[config.mk]
export PLATFORM = sky130hd
export DESIGN_NAME = rgbc3_cfg
export DESIGN_NICKNAME = d
export VERILOG_FILES = /design/src/rtl/rgbc3_pkg.sv /design/src/rtl/rgbc3_cfg.sv
export SDC_FILE = /design/constraint.sdc
export NUM_CORES = 1
export LEC_CHECK = 0
export BUFFER_PORTS_ARGS = -buffer_cell sky130_fd_sc_hd__buf_2
export CAP_MARGIN = 20
export CORE_MARGIN = 1.5
export CORE_UTILIZATION = 44
export DETAILED_ROUTE_END_ITERATION = 12
export GPL_ROUTABILITY_DRIVEN = 0
export PLACE_DENSITY = 0.88
export SLEW_MARGIN = 5
export SYNTH_ARGS = -nofsm -noshare
export SYNTH_HDL_FRONTEND = slang
export SYNTH_SLANG_ARGS = --single-unit
[constraint.sdc]
create_clock -name i_clk -period 1.9 [get_ports i_clk]
set_input_delay 0.38 -clock i_clk [delete_from_list [all_inputs] [get_ports i_clk]]
set_output_delay 0.38 -clock i_clk [all_outputs]
set_load 0.01 [all_outputs]
[src/rtl/rgbc3_pkg.sv]
`timescale 1ns / 1ps
// Package for the 3x3 RGB convolution block: sizes, register map, codes and
// the payload, config and job types. No dependencies.
package rgbc3_pkg;

    localparam int MAX_WIDTH      = 1024;
    localparam int COEF_FRAC_BITS = 10;
    localparam int PIX_MAX        = 255;

    localparam int COL_W    = $clog2(MAX_WIDTH);
    localparam int EFFW_W   = $clog2(MAX_WIDTH + 1);
    localparam int WIDTH_W  = 11;
    localparam int HEIGHT_W = 16;
    localparam int COEF_W   = 48;
    localparam int PIXEL_W  = 24;

    localparam int PROD_W  = 25;
    localparam int TRUNC_W = PROD_W - COEF_FRAC_BITS;
    localparam int SUM_W   = TRUNC_W + 4;
    localparam logic signed [PROD_W-1:0] RND_BIAS = PROD_W'((1 << COEF_FRAC_BITS) - 1);

    localparam int QDEPTH  = 4;
    localparam int QPTR_W  = $clog2(QDEPTH);
    localparam int QCNT_W  = $clog2(QDEPTH + 1);

    localparam int ADDR_W  = 6;
    localparam int DATA_W  = 64;

    localparam logic [2:0] REG_WIDTH    = 3'd0;
    localparam logic [2:0] REG_HEIGHT   = 3'd1;
    localparam logic [2:0] REG_COEF_TOP = 3'd2;
    localparam logic [2:0] REG_COEF_MID = 3'd3;
    localparam logic [2:0] REG_COEF_BOT = 3'd4;

    localparam logic OP_PIXEL = 1'b0;
    localparam logic OP_DRAIN = 1'b1;

    typedef struct packed {
        logic       operation;
        logic [7:0] in_red;
        logic [7:0] in_green;
        logic [7:0] in_blue;
    } t_in_item;

    typedef struct packed {
        logic [7:0] out_red;
        logic [7:0] out_green;
        logic [7:0] out_blue;
        logic       end_of_line;
        logic       end_of_frame;
    } t_out_item;

    typedef struct packed {
        logic [EFFW_W-1:0]          eff_width;
        logic [HEIGHT_W-1:0]        eff_height;
        logic [2:0][COEF_W-1:0]     coef;
    } t_cfg;

    // padded 3x3 neighborhood of one output plus its position marks
    typedef struct packed {
        logic [2:0][2:0][PIXEL_W-1:0] win;
        logic                         eol;
        logic                         eof;
    } t_job;

    typedef struct packed {
        logic left;
        logic right;
        logic top;
        logic bottom;
    } t_pad;

endpackage

[src/rtl/rgbc3_cfg.sv]
`timescale 1ns / 1ps
// APB register file for the convolution block: width, height, kernel rows.
// Depends on rgbc3_pkg.
module rgbc3_cfg (
    input  logic                             i_clk,
    input  logic                             i_rst_n,
    input  logic                             psel,
    input  logic                             penable,
    input  logic                             pwrite,
    input  logic [rgbc3_pkg::ADDR_W-1:0]     paddr,
    input  logic [rgbc3_pkg::DATA_W-1:0]     pwdata,
    output logic [rgbc3_pkg::DATA_W-1:0]     prdata,
    output logic                             pready,
    output rgbc3_pkg::t_cfg                  o_cfg
);

    logic [rgbc3_pkg::WIDTH_W-1:0]  r_width;
    logic [rgbc3_pkg::HEIGHT_W-1:0] r_height;
    logic [2:0][rgbc3_pkg::COEF_W-1:0] r_coef;
    logic [2:0] reg_idx;

    assign reg_idx = paddr[rgbc3_pkg::ADDR_W-1:3];
    assign pready  = 1'b1;

    always_ff @(posedge i_clk) begin
        if (!i_rst_n) begin
            r_width  <= rgbc3_pkg::WIDTH_W'(rgbc3_pkg::MAX_WIDTH);
            r_height <= rgbc3_pkg::HEIGHT_W'(1);
            r_coef   <= '0;
        end else if (psel && penable && pwrite) begin
            case (reg_idx)
                rgbc3_pkg::REG_WIDTH:    r_width  <= pwdata[rgbc3_pkg::WIDTH_W-1:0];
                rgbc3_pkg::REG_HEIGHT:   r_height <= pwdata[rgbc3_pkg::HEIGHT_W-1:0];
                rgbc3_pkg::REG_COEF_TOP: r_coef[0] <= pwdata[rgbc3_pkg::COEF_W-1:0];
                rgbc3_pkg::REG_COEF_MID: r_coef[1] <= pwdata[rgbc3_pkg::COEF_W-1:0];
                rgbc3_pkg::REG_COEF_BOT: r_coef[2] <= pwdata[rgbc3_pkg::COEF_W-1:0];
                default: ;
            endcase
        end
    end

    always_comb begin
        case (reg_idx)
            rgbc3_pkg::REG_WIDTH:    prdata = rgbc3_pkg::DATA_W'(r_width);
            rgbc3_pkg::REG_HEIGHT:   prdata = rgbc3_pkg::DATA_W'(r_height);
            rgbc3_pkg::REG_COEF_TOP: prdata = rgbc3_pkg::DATA_W'(r_coef[0]);
            rgbc3_pkg::REG_COEF_MID: prdata = rgbc3_pkg::DATA_W'(r_coef[1]);
            rgbc3_pkg::REG_COEF_BOT: prdata = rgbc3_pkg::DATA_W'(r_coef[2]);
            default:                 prdata = '0;
        endcase
    end

    // clamp width to 1..MAX_WIDTH and height to at least 1
    always_comb begin
        if (r_width == '0) begin
            o_cfg.eff_width = rgbc3_pkg::EFFW_W'(1);
        end else if (int'(r_width) > rgbc3_pkg::MAX_WIDTH) begin
            o_cfg.eff_width = rgbc3_pkg::EFFW_W'(rgbc3_pkg::MAX_WIDTH);
        end else begin
            o_cfg.eff_width = rgbc3_pkg::EFFW_W'(r_width);
        end
        o_cfg.eff_height = (r_height == '0) ? rgbc3_pkg::HEIGHT_W'(1) : r_height;
        o_cfg.coef       = r_coef;
    end

endmodule

==> results by group <==
Final layout
  – Most common cell after layout, fill and taps aside: buf_2
  – Non-Filler Instances: about 1300
  – Filler instances: between 1000 and 1500
  – ANT cells: 0
  – Final Core Density: 0.588
  – Synthesis-to-finish area growth: 30.6%
  – Nets: around 1200
  – Multi-input logic area: 0.00398 mm2
  – Seq. cell area: roughly 0.0034 mm2
  – Layout cells sized above 1: 0.338
  – Most frequent cells in the layout: 272 x buf_2, 250 x nand2_1, 208 x mux2i_1

Power and ir drop
  – Clk pwr share: 0.434
  – Leakage power: approximately 4.4 nW
  – Maximum vdd drop: 0.000626 V
  – Internal: 5.57 mW
  – Switching share of total power: 0.246
  – Power density over cell area: 726 mW/mm2
  – Sw power: 1.81 mW
  – Flop pwr share: 0.492
  – Comb power frac: 0.074
  – Total power: 7.38 mW

Clock network
  – H-tree Lvls: 4
  – Root buf cell: clkbuf_16
  – CTS Hold Bufs: 0
  – CTS tree: yes
  – Clk Latency, worst-skew pair: ~0.42 ns
  – Clk sinks: 171
  – Clock buffer depth: 2
  – Worst-path clk slew: 0.07 ns
  – CTS Buf Count: 17

Yosys
  – Synth Area in XOR/XNOR: 0
  – Adder-Cell Fraction of Synth Area: 0
  – Yosys reg bits: 171
  – Synth cell types: 26
  – Largest family of logic cells by synthesized area: multiplexers
  – Post-synthesis cell area: 0.00778 mm2
  – Proportion of synthesized area in mux cells: 0.283
  – Register area share after synthesis: 0.440
  – Synth Area in Compound Gates: 0.0616
  – Average cell area after synthesis: 9.13 um2
  – Synth Area in Simple Gates: 0.148
  – Synthesized instance count: between 800 and 900
  – Synth warn: 0

Timing
  – Tmin final: 1.90 ns
  – Final setup violation count: 0
  – Slew Viols, Final: 0
  – Fin crit share: 0.998
  – Fmax: 527 MHz
  – RSZ-0062 raised after global routing: yes
  – Final Hold Fails: 0
  – Skew final: 0 ns
  – Worst hold slack: 0.222 ns
  – Worst Setup Slack, final: 0.00367 ns

Detailed routing
  – DRC: 0
  – DRT iter0 DRCs: 384
  – Vias: 7050
  – ANT nets after route: 0
  – Drt first pass iters: 5
  – Post-Route WL: between 20 and 25 mm
  – Drt wl/cell: 16.9 um
  – Via/cell ratio: 5.25

Placement
  – Post-Place Setup Slack: 0.00862 ns
  – Placed Cells: approximately 1300
  – DP Wirelength: 16.2 mm
  – Port-buffer cells: 274

Global route
  – Initial antenna violation count: 0
  – Largest net degree at the start of global routing: 50
  – Gr ovfl total: 0
  – Global-route wire length before repair: between 30 and 40 mm
  – Total track usage: 0.232
  – Number of global-route vias before repair: 6457

Outcome
  – Outcome: finished, final reports clean

Floorplan
  – Row count: between 40 and 50
  – Die width: 136 um
  – Die ar.: 0.0185 mm2
  – Ports: 311
  – Starting Density: 0.450
  – Core ar.: 0.0173 mm2
  – Die height: 136 um

Setup path
  – Largest fanout on the critical path: 2
  – Kind of end point of the critical path: output pin
  – Crit path kind: flip-flop to output pin
  – Required time of the critical path: 1.52 ns
  – CP startpoint kind: flip-flop
  – Crit path DAT: 1.52 ns

Hold path
  – Hold crit path type: input pin to flip-flop

Flow run
  – Max cap viols: 0
-- per-layer routing --
layer	global-route usage	vias to the layer above	share of wire
li1	-	3356	-
met1	0.261	3367	0.41
met2	0.425	306	0.51
met3	0.0548	21	0.069
met4	0.0822	0	0.011
met5	0	-	0
-- power by group through the flow --
stage	combinational, mW	sequential [mW]	clock, mW
after floorplan	0.315	3.72	0
after global placement	0.520	3.71	0
after detailed placement	0.531	3.71	0
after CTS	0.534	3.63	3.26
after global routing	0.582	3.63	3.39
final	0.543	3.63	3.21
-- state kept, by name, indices dropped and copies added (netlist names) --
name / cells
o_cfg: 144
r_height: 16
r_width: 11
-- synth_stat cells --
cell        n  share of area
a41o_1      1         0.0013
nor2b_1    15          0.012
dfxtp_1   171           0.44
buf_4      26          0.025
buf_2      13         0.0084
o21ai_0    32          0.021
nor4_1      4         0.0032
and4_1      1         0.0011
mux2i_1   208           0.27
conb_1      2        0.00096
nor3b_2     1         0.0016
a22oi_1    27          0.026
nor3b_4     1         0.0024
nor2_1      4         0.0019
buf_1       2        0.00096
mux2_2     11          0.016
clkbuf_1   56          0.027
nand2_1   250           0.12
nor3b_1     1        0.00096
nand4b_1    1         0.0011
a31oi_1     1        0.00080
nand2b_1    1        0.00080
nor3_1      3         0.0019
clkbuf_2    1        0.00064
buf_6       3         0.0043
o22ai_1    16          0.013
-- kinds of logic (layout without fill, tap and decap cells) --
family                 count (synthesis)  after routing
muxes                                219            219
AOI/OAI and AO/OA                     77             77
and+or+nand+nor                      282            282
buffers and inverters                101            351
other                                  2             17
DFF                                  171            171
-- layout make-up --
type,count,area share
multi-input combinational,595,0.391
sequential,171,0.337
clock inverter,12,0.00862
tap,225,0.0277
clock buffer,20,0.0449
timing repair buffer,319,0.190
-- worst paths after layout --
kind	slack (ns)	cells after the start	from	endpoint
min reg2reg	0.47	2	o_cfg[50]	o_cfg[50]
min	0.22	3	pwdata[10]	r_width[10]
max reg2reg	1.11	2	r_height[9]	r_height[9]
max	0.004	5	r_width[9]	o_cfg[160]
-- stage by stage --
step / TNS, ns / cell area, um2
floorplan: 0 / 7840
global placement: 0 / 9540
detailed placement: 0 / 9540
CTS: 0 / 10100
global route: -0.0893 / 10200
finish: 0 / 10200
-- what timing repair did --
| action | CTS | global route |
|---|---|---|
| resized for setup | 5 | 12 |
| buffers inserted | 1 | 0 |
| pin swaps | 2 | 0 |
| endpoints found under the setup margin | 2 | 22 |
| gates cloned | 0 | 0 |
-- worst max-delay path, stage by stage (launching register included) --
cell and delay [ns]:
dfxtp_4 0.36, nor4_4 0.25, buf_4 0.16, a31oi_2 0.08, nor2_1 0.11, buf_2 0.14
(Power assumes the default switching activity.)
