File: config.mk
export PLATFORM = sky130hd
export DESIGN_NAME = rgbc3_queue
export DESIGN_NICKNAME = d
export VERILOG_FILES = /design/src/rtl/rgbc3_pkg.sv /design/src/rtl/rgbc3_queue.sv
export SDC_FILE = /design/constraint.sdc
export NUM_CORES = 1
export LEC_CHECK = 0
export ABC_AREA = 1
export BUFFER_PORTS_ARGS = -buffer_cell sky130_fd_sc_hd__buf_2
export CORE_MARGIN = 10
export CORE_UTILIZATION = 55
export DETAILED_ROUTE_END_ITERATION = 8
export GPL_ROUTABILITY_DRIVEN = 0
export PLACE_DENSITY = 0.77
export SYNTH_ARGS = -nofsm -noshare
export SYNTH_HDL_FRONTEND = slang
export SYNTH_SLANG_ARGS = --single-unit
File: constraint.sdc
create_clock -name i_clk -period 6.05 [get_ports i_clk]
set_clock_uncertainty 0.15 [all_clocks]
set_input_delay 0.3025 -clock i_clk [delete_from_list [all_inputs] [get_ports i_clk]]
set_output_delay 0.3025 -clock i_clk [all_outputs]
set_load 0.03 [all_outputs]
File: src/rtl/rgbc3_pkg.sv
`timescale 1ns / 1ps
// Package for the 3x3 RGB convolution block: sizes, register map, codes and
// the payload, config and job types. No dependencies.
package rgbc3_pkg;

    localparam int MAX_WIDTH      = 1024;
    localparam int COEF_FRAC_BITS = 10;
    localparam int PIX_MAX        = 255;

    localparam int COL_W    = $clog2(MAX_WIDTH);
    localparam int EFFW_W   = $clog2(MAX_WIDTH + 1);
    localparam int WIDTH_W  = 11;
    localparam int HEIGHT_W = 16;
    localparam int COEF_W   = 48;
    localparam int PIXEL_W  = 24;

    localparam int PROD_W  = 25;
    localparam int TRUNC_W = PROD_W - COEF_FRAC_BITS;
    localparam int SUM_W   = TRUNC_W + 4;
    localparam logic signed [PROD_W-1:0] RND_BIAS = PROD_W'((1 << COEF_FRAC_BITS) - 1);

    localparam int QDEPTH  = 4;
    localparam int QPTR_W  = $clog2(QDEPTH);
    localparam int QCNT_W  = $clog2(QDEPTH + 1);

    localparam int ADDR_W  = 6;
    localparam int DATA_W  = 64;

    localparam logic [2:0] REG_WIDTH    = 3'd0;
    localparam logic [2:0] REG_HEIGHT   = 3'd1;
    localparam logic [2:0] REG_COEF_TOP = 3'd2;
    localparam logic [2:0] REG_COEF_MID = 3'd3;
    localparam logic [2:0] REG_COEF_BOT = 3'd4;

    localparam logic OP_PIXEL = 1'b0;
    localparam logic OP_DRAIN = 1'b1;

    typedef struct packed {
        logic       operation;
        logic [7:0] in_red;
        logic [7:0] in_green;
        logic [7:0] in_blue;
    } t_in_item;

    typedef struct packed {
        logic [7:0] out_red;
        logic [7:0] out_green;
        logic [7:0] out_blue;
        logic       end_of_line;
        logic       end_of_frame;
    } t_out_item;

    typedef struct packed {
        logic [EFFW_W-1:0]          eff_width;
        logic [HEIGHT_W-1:0]        eff_height;
        logic [2:0][COEF_W-1:0]     coef;
    } t_cfg;

    // padded 3x3 neighborhood of one output plus its position marks
    typedef struct packed {
        logic [2:0][2:0][PIXEL_W-1:0] win;
        logic                         eol;
        logic                         eof;
    } t_job;

    typedef struct packed {
        logic left;
        logic right;
        logic top;
        logic bottom;
    } t_pad;

endpackage

File: src/rtl/rgbc3_queue.sv
`timescale 1ns / 1ps
// Short job queue between the front end and the arithmetic back end.
// Depends on rgbc3_pkg.
module rgbc3_queue (
    input  logic             i_clk,
    input  logic             i_rst_n,
    input  logic             i_push,
    input  rgbc3_pkg::t_job  i_push_job,
    input  logic             i_pop,
    output logic             o_valid,
    output rgbc3_pkg::t_job  o_job,
    output logic             o_space
);

    rgbc3_pkg::t_job r_mem [rgbc3_pkg::QDEPTH];
    logic [rgbc3_pkg::QPTR_W-1:0] r_wr, r_rd;
    logic [rgbc3_pkg::QCNT_W-1:0] r_cnt;
    logic pop;

    assign o_valid = (r_cnt != '0);
    assign o_job   = r_mem[r_rd];
    assign pop     = i_pop && o_valid;
    // room for one job in flight in the front end plus the one accepted now
    assign o_space = (int'(r_cnt) <= rgbc3_pkg::QDEPTH - 2);

    always_ff @(posedge i_clk) begin
        if (!i_rst_n) begin
            r_wr  <= '0;
            r_rd  <= '0;
            r_cnt <= '0;
        end else begin
            if (i_push) begin
                r_wr <= r_wr + rgbc3_pkg::QPTR_W'(1);
            end
            if (pop) begin
                r_rd <= r_rd + rgbc3_pkg::QPTR_W'(1);
            end
            case ({i_push, pop})
                2'b10:   r_cnt <= r_cnt + rgbc3_pkg::QCNT_W'(1);
                2'b01:   r_cnt <= r_cnt - rgbc3_pkg::QCNT_W'(1);
                default: r_cnt <= r_cnt;
            endcase
        end
    end

    always_ff @(posedge i_clk) begin
        if (i_push) begin
            r_mem[r_wr] <= i_push_job;
        end
    end

endmodule

==> results of run 1 <==
==> state kept, by name (all words and copies together), names as in the netlist, named ones only <==
name,count
r_rd,2
r_mem,872
r_wr,2
r_cnt,3
==> critical path, stage by stage (launching register included) <==
cell	delay [ns]
dfxtp_4	0.39
buf_12	0.59
buf_4	0.89
o21ai_0	0.26
o22ai_1	0.29
buf_2	0.25
==> synthesized netlist by cell type <==
cell	instances
a21oi_1	6
nor2_1	442
nand3_1	3
inv_4	1
o22ai_1	218
o21ai_0	420
inv_1	18
dfxtp_1	9
clkbuf_1	86
buf_4	11
fa_1	1
o21ai_1	20
buf_2	42
buf_6	5
ha_1	5
edfxtp_1	872
nand2_1	15
==> power by group through the flow <==
| stage | logic, mW | registers [mW] | clock network, mW |
|---|---|---|---|
| after detailed placement | 3.29 | 7.20 | 0 |
| after global routing | 3.69 | 7.09 | 5.69 |
| after CTS | 3.43 | 7.07 | 5.40 |
| after floorplan | 2.24 | 7.21 | 0 |
| final | 3.47 | 7.08 | 5.37 |
| after global placement | 3.22 | 7.18 | 0 |
==> what timing repair did <==
item	4_1_cts	5_1_grt
buffers inserted	0	0
endpoints found under the hold margin	881	0
hold buffers	221	0
==> metal layers <==
metal / wire (µm) / share of wire, %
met1: 30600 / 37
met2: 42700 / 52
met3: 7060 / 8.5
met4: 2460 / 3.0
met5: 16 / 0.019
==> cells by family after synthesis <==
| logic type | count (synthesis) | share of synthesized area, % |
|---|---|---|
| simple gates | 460 | 5.32 |
| flops | 881 | 81.1 |
| buf+inv | 163 | 2.29 |
| compound gates | 664 | 11.1 |
| fa+ha+maj | 6 | 0.254 |
==> cell usage in the layout, fill, tap and decap left out, types with 13 or more instances in the layout <==
| cell | n |
|---|---|
| buf_2 | 441 |
| clkbuf_16 | 88 |
| clkinv_1 | 19 |
| clkinv_2 | 22 |
| dlygate4sd3_1 | 221 |
| edfxtp_1 | 872 |
| inv_1 | 13 |
| nand2_1 | 15 |
| nor2_1 | 442 |
| o21ai_0 | 420 |
| o21ai_1 | 20 |
| o22ai_1 | 218 |
==> final timing paths <==
kind / to / slack, ns / cells past startpoint
worst max-delay path: o_job[83] / 1.76 / 5
worst min-delay path: r_mem[1][203]$_DFFE_PP_ / 0.26 / 2
worst max register to register: r_mem[0][6]$_DFFE_PP_ / 3.28 / 5
worst min register to register: r_wr[1]$_SDFFE_PN0P_ / 0.38 / 2
==> cell type report <==
cell class / instances / area, µm² / area share [%]
diodes: 7 / 17.5 / 0.0434
clock buffers: 96 / 2230 / 5.53
clock inverters: 67 / 633 / 1.57
inverters: 19 / 121 / 0.301
multi-input cells: 1130 / 5410 / 13.4
flip-flops and latches: 881 / 26400 / 65.4
well taps: 773 / 967 / 2.40
repair buffers: 674 / 4580 / 11.4
==> metrics by stage <==
step	utilization, %	hold WS (ns)	cells	power, mW
2_1_floorplan	-	0.251	2174	9.46
3_3_place_gp	59.9	0.324	3256	10.4
3_5_place_dp	59.9	0.367	3256	10.5
4_1_cts	68.6	0.222	3640	15.9
5_1_grt	68.6	0.254	3644	16.5
6_report	68.6	0.259	3647	15.9
==> summary.md, run 1 <==
| Metric | Value |
|---|---|
| Run status | finished clean |
| Starting density of the core | 55.3% |
| Clk sink count | 881 |
| Number of buffers on the longest clock path | 3 |
| Slew Limit Headroom | 6.24% |
| Total net switching power | 4.96 mW |
| Area after detailed placement | 35200 µm² |
| Share of power burned in the clock network | 33.8% |
| Global-route wire length before repair | 126 mm |
| Smallest setup slack after layout | 1.76 ns |
| Total of warnings raised by yosys | 0 |
| CP Max Fanout | 263 |
| Clk slew on worst S/H paths | 0.06 ns |
| Via count of the routed design | 21.3k |
| Number of buffers created by CTS | 87 |
| Data arrival at the endpoint of the critical path | 3.84 ns |
| Number of DRC violations after detailed routing | 0 |
| Combinational share of power | 21.8% |
| Critical Path End Type | output port |
| Hold path startpoint | i_push_job[203] |
| Antenna violations before repair | 7 |
| Number of fill cells in the layout | 3659 |
| Overall Global Routing Usage | 23.1% |
| Crit path required time | 5.60 ns |
| Max-cap violation count | 0 |
| Number of different library cells in the post-synthesis netlist | 17 |
| Total I/O pin count | 442 |
| HPWL after DPL | 43.2 mm |
| Final count of negative-setup-slack endpoints | 0 |
| Area growth from synthesis to layout | 24.0% |
| Sw frac | 31.2% |
| Clock insertion delay at the later pin of the skew report | 0.62 ns |
| Leakage power of the design | 14.2 nW |
| Measured slew at the worst slew-check pin | 1.41 ns |
| Share of the cycle needed by the critical path after routing | 70.9% |
| Layout net count | 3021 |
| TNS Setup | 0 ns |
| Average size of a mapped cell | 15.0 µm² |
| Drt total wl | 82.9 mm |
| Row count | 89 |
| Ranking of synthesized cells by area | edfxtp_1, o21ai_0, nor2_1 |
| Met1 usage | 28.6% |
| Violation count after the first detailed-routing iteration | 2397 |
| Part of the Yosys area used for sequential elements | 81.1% |
| Met3 track utilization from global routing | 4.81% |
| Clock period minus worst slack | 4.29 ns |
| Power density of the placed cells | 395 nW/µm² |
| Post-route cell area | 40300 µm² |
| TritonCTS clock tree | built |
| Met2 global-route usage | 40.0% |
| Remaining global-route overflow | 0 |
| Number of global-route vias before repair | 21.5k |
| Netlist Area Pre-Place | 32500 µm² |
| Buffer type at the clock tree root | clkbuf_16 |
| Crit path kind | flip-flop to output port |
| Crit Reg-Reg Startpoint | r_wr[0]$_SDFFE_PN0P_ |
| Via/cell ratio | 5.84 |
| Die Area | 69300 µm² |
| Sequential share of power | 44.5% |
| Number of antenna-violating nets in the routed design | 0 |
| Cell type with the largest total area after synthesis | edfxtp_1 |
| Length of the first detailed-routing pass in iterations | 5 |
| Class of the worst hold path | input port to flip-flop |
| Hold Vio Cnt, Final | 0 |
| Fmax achieved | 0.233 GHz |
| Resize count post-CTS | 0 |
| Setup repair after global routing missed its margin | no |
| Maximum number of pins on one net before global-route repair | 264 |
| Share of layout cells above drive strength 1 | 20.8% |
| Final count of pins violating max slew | 0 |
| Crit start category | flip-flop |
| Die Y-Extent | 263 µm |
| Total of flip-flops plus latches after synthesis | 881 |
| Syn Inst Count | 2174 |
| Most used routing layer in global routing | met2 |
| Routed len/inst | 22.7 µm |
| Worst IR drop on VDD | 0.337 mV |
| Horizontal die dimension | 263 µm |
| Net count after synthesis | 2402 |
| Post-place setup slack | 2.72 ns |
| Internal portion of total power | 11.0 mW |
| I/O Buffers | 441 |
| Placeable core region | 58800 µm² |
| Yosys top cell area share | 80.5% |
| CTS H-tree lvls | 3 |
No activity file was read; power rests on OpenSTA's default activity.
==> run 2: changes to the inputs <==
==> constraint.sdc (replaced) <==
create_clock -name i_clk -period 4.2 [get_ports i_clk]
set_clock_uncertainty 0.15 [all_clocks]
set_input_delay 0.21 -clock i_clk [delete_from_list [all_inputs] [get_ports i_clk]]
set_output_delay 0.21 -clock i_clk [all_outputs]
set_load 0.03 [all_outputs]
==> run 2 against run 1 <==
Sequential share of layout area fell by 0.13 points; setup slack got worse by 1.2 ns; final area rose by 0.21%; die area did not move; global-route usage fell by 0.31 points; clock power rose by 40%; final cell count rose by 0.27%; power rose by 43%; critical path depth did not move; critical path type unchanged.
==> summary.md, run 2 (synthesis results as in run 1) <==
| Metric | Value |
|---|---|
| Via/cell ratio | 5.87 (was 5.84) |
| Crit path kind | flip-flop to output port (unchanged) |
| Number of cells after detailed placement | 3265 (was 3256) |
| Sw frac | 31.3% (was 31.2%) |
| Top library cells by usage in the layout, fill and taps aside | edfxtp_1, nor2_1, buf_2 (unchanged) |
| TritonCTS clock tree | built (unchanged) |
| Overall Global Routing Usage | 22.8% (was 23.1%) |
| Clk slew on worst S/H paths | 0.06 ns (about the same) |
| Share of layout cells above drive strength 1 | 21.0% (was 20.8%) |
| Combinational share of power | 21.9% (was 21.8%) |
| Reg with most FFs | r_mem (unchanged) |
| Length of the first detailed-routing pass in iterations | 5 (unchanged) |
| Class of the worst hold path | input port to flip-flop (unchanged) |
| Buffers & Inverters on Critical Path | 3 (unchanged) |
| Power density of the placed cells | 562 nW/µm² (was 395 nW/µm²) |
| Horizontal die dimension | 263 µm (unchanged) |
| Drt total wl | 82.4 mm (was 82.9 mm) |
| Worst IR drop on VDD | 0.590 mV (was 0.337 mV) |
| TNS Setup | 0 ns (unchanged) |
| Hold Vio Cnt, Final | 0 (unchanged) |
| Fmax achieved | 0.274 GHz |
| Critical Path End Type | output port (unchanged) |
| Max-cap violation count | 0 (unchanged) |
| Number of buffers on the longest clock path | 3 (unchanged) |
| HPWL after DPL | 43.9 mm (was 43.2 mm) |
| Layout net count | 3029 (was 3021) |
| Buffer type at the clock tree root | clkbuf_16 (unchanged) |
| Cell breakdown of the critical path | clkinv_8 > buf_12 > o21ai_0 > o22ai_1 > buf_2 (was buf_12 > buf_4 > o21ai_0 > o22ai_1 > buf_2) |
| Global-route wire length before repair | 125 mm (was 126 mm) |
| CP Max Fanout | 158 (was 263) |
| Clock period minus worst slack | 3.65 ns |
| Share of the cycle needed by the critical path after routing | 86.9% |
| Highest cell delay on the worst timing path | 0.74 ns (was 0.89 ns) |
| Number of global-route vias before repair | 21.6k (was 21.5k) |
| Number of antenna-violating nets in the routed design | 0 (unchanged) |
| Clk sink count | 881 (unchanged) |
| Placeable core region | 58800 µm² (unchanged) |
| Die Area | 69300 µm² (unchanged) |
| I/O Buffers | 441 (unchanged) |
| Crit path required time | 3.84 ns (was 5.60 ns) |
| Number of DRC violations after detailed routing | 0 (unchanged) |
| Maximum number of pins on one net before global-route repair | 197 (was 264) |
| Data arrival at the endpoint of the critical path | 3.29 ns (was 3.84 ns) |
| Crit start category | flip-flop (unchanged) |
| Row count | 89 (unchanged) |
| Slew Limit Headroom | 29.3% (was 6.24%) |
| Leakage power of the design | 14.2 nW (about the same) |
| Setup repair after global routing missed its margin | no (unchanged) |
| Most common cell after layout, fill and taps aside | edfxtp_1 (unchanged) |
| Remaining global-route overflow | 0 (unchanged) |
| Final count of pins violating max slew | 0 (unchanged) |
| Resize count post-CTS | 0 (unchanged) |
| Final count of negative-setup-slack endpoints | 0 (unchanged) |
| Largest register FFs | 872 (unchanged) |
| Total I/O pin count | 442 (unchanged) |
| Internal portion of total power | 15.6 mW (was 11.0 mW) |
| CTS H-tree lvls | 3 (unchanged) |
| Measured slew at the worst slew-check pin | 1.06 ns (was 1.41 ns) |
| Via count of the routed design | 21.5k (was 21.3k) |
| Run status | finished clean (unchanged) |
| Starting density of the core | 55.3% (unchanged) |
| Leading registers by flop count | r_mem: 872 flops, r_cnt: 3 flops (unchanged) |
| Die Y-Extent | 263 µm (unchanged) |
| Number of buffers created by CTS | 86 (was 87) |
| Antenna violations before repair | 16 (was 7) |
| Critical path's top delay family | buffers and inverters (unchanged) |
| Sequential share of power | 45.0% (was 44.5%) |
| Slowest cell on the critical path | dfxtp_4 (was buf_4) |
| Violation count after the first detailed-routing iteration | 2355 (was 2397) |
| Total net switching power | 7.11 mW (was 4.96 mW) |
| Share of power burned in the clock network | 33.0% (was 33.8%) |
| Final non-filler cell total | 3657 (was 3647) |
| Clock insertion delay at the later pin of the skew report | 0.64 ns (was 0.62 ns) |
| Area growth from synthesis to layout | 24.3% (was 24.0%) |
| Worst R2R Setup Slack | 1.47 ns (was 3.28 ns) |
| Routed len/inst | 22.5 µm (was 22.7 µm) |
[run 2: changes by cell type in the layout (fill, tap and decap cells not counted), sizes merged]
| cell | before | now |
|---|---|---|
| diode | 7 | 13 |
| inv | 24 | 18 |
| clkinvlp | 9 | 5 |
| clkbuf | 96 | 100 |
| clkinv | 44 | 47 |
| bufinv | 9 | 7 |
| buf | 453 | 462 |
[run 2: final timing paths]
path / from / endpoint / depth (start not counted)
max: flip-flop / o_job[106] / 5
min: i_push_job[6] / r_mem[2][6]$_DFFE_PP_ / 2
max reg2reg: r_wr[0]$_SDFFE_PN0P_ / r_mem[0][182]$_DFFE_PP_ / 6
min reg2reg: r_wr[1]$_SDFFE_PN0P_ / r_wr[1]$_SDFFE_PN0P_ / 2
[run 2: stage by stage]
step                worst slack [ns]  total power, mW  area [µm²]  utilization, %  hold slack, ns
floorplan                     -0.201             13.6       32600               -           0.159
global placement                1.39             15.0       35400            60.2           0.268
detailed placement              1.32             15.1       35400            60.2           0.276
CTS                            0.602             22.7       40400            68.7           0.126
global route                   0.345             23.5       40400            68.7           0.156
finish                         0.549             22.7       40400            68.7           0.176
[run 2: repair_timing]
item,in CTS,in global routing
setup buffers,0,0
hold endpoints to repair,881,0
hold buffers,221,0
[run 2: final cells by class]
| type | count | area (µm²) |
|---|---|---|
| tap | 773 | 967 |
| multi-input combinational | 1130 | 5420 |
| fill | 3623 | 18400 |
| clock buffer | 100 | 2210 |
| clock inverter | 58 | 562 |
| sequential | 881 | 26400 |
| timing repair buffer | 683 | 4740 |
| inverter | 19 | 106 |
| antenna | 13 | 32.5 |
[run 2: worst reg2reg max path: cells and delay by family, from the launching register on]
family        cells  cell delay (ns)
fa+ha+maj         1             0.17
simple gates      1             0.08
buf+inv           4             1.49
flops             1             0.33
[run 2: routing by layer]
layer	vias up	track usage, %	part of all wire [%]
met4	8	8.78	3.2
li1	9524	-	-
met1	10700	27.9	37
met5	-	0	0.061
met3	166	5.03	8.5
met2	1085	39.1	51
[run 2: power by group through the flow]
stage | Clock, mW | Sequential, mW | Combinational (mW)
detailed placement | 0 | 10.4 | 4.74
CTS | 7.53 | 10.2 | 4.94
global placement | 0 | 10.4 | 4.61
finish | 7.51 | 10.2 | 4.98
global route | 7.97 | 10.3 | 5.30
floorplan | 0 | 10.4 | 3.23
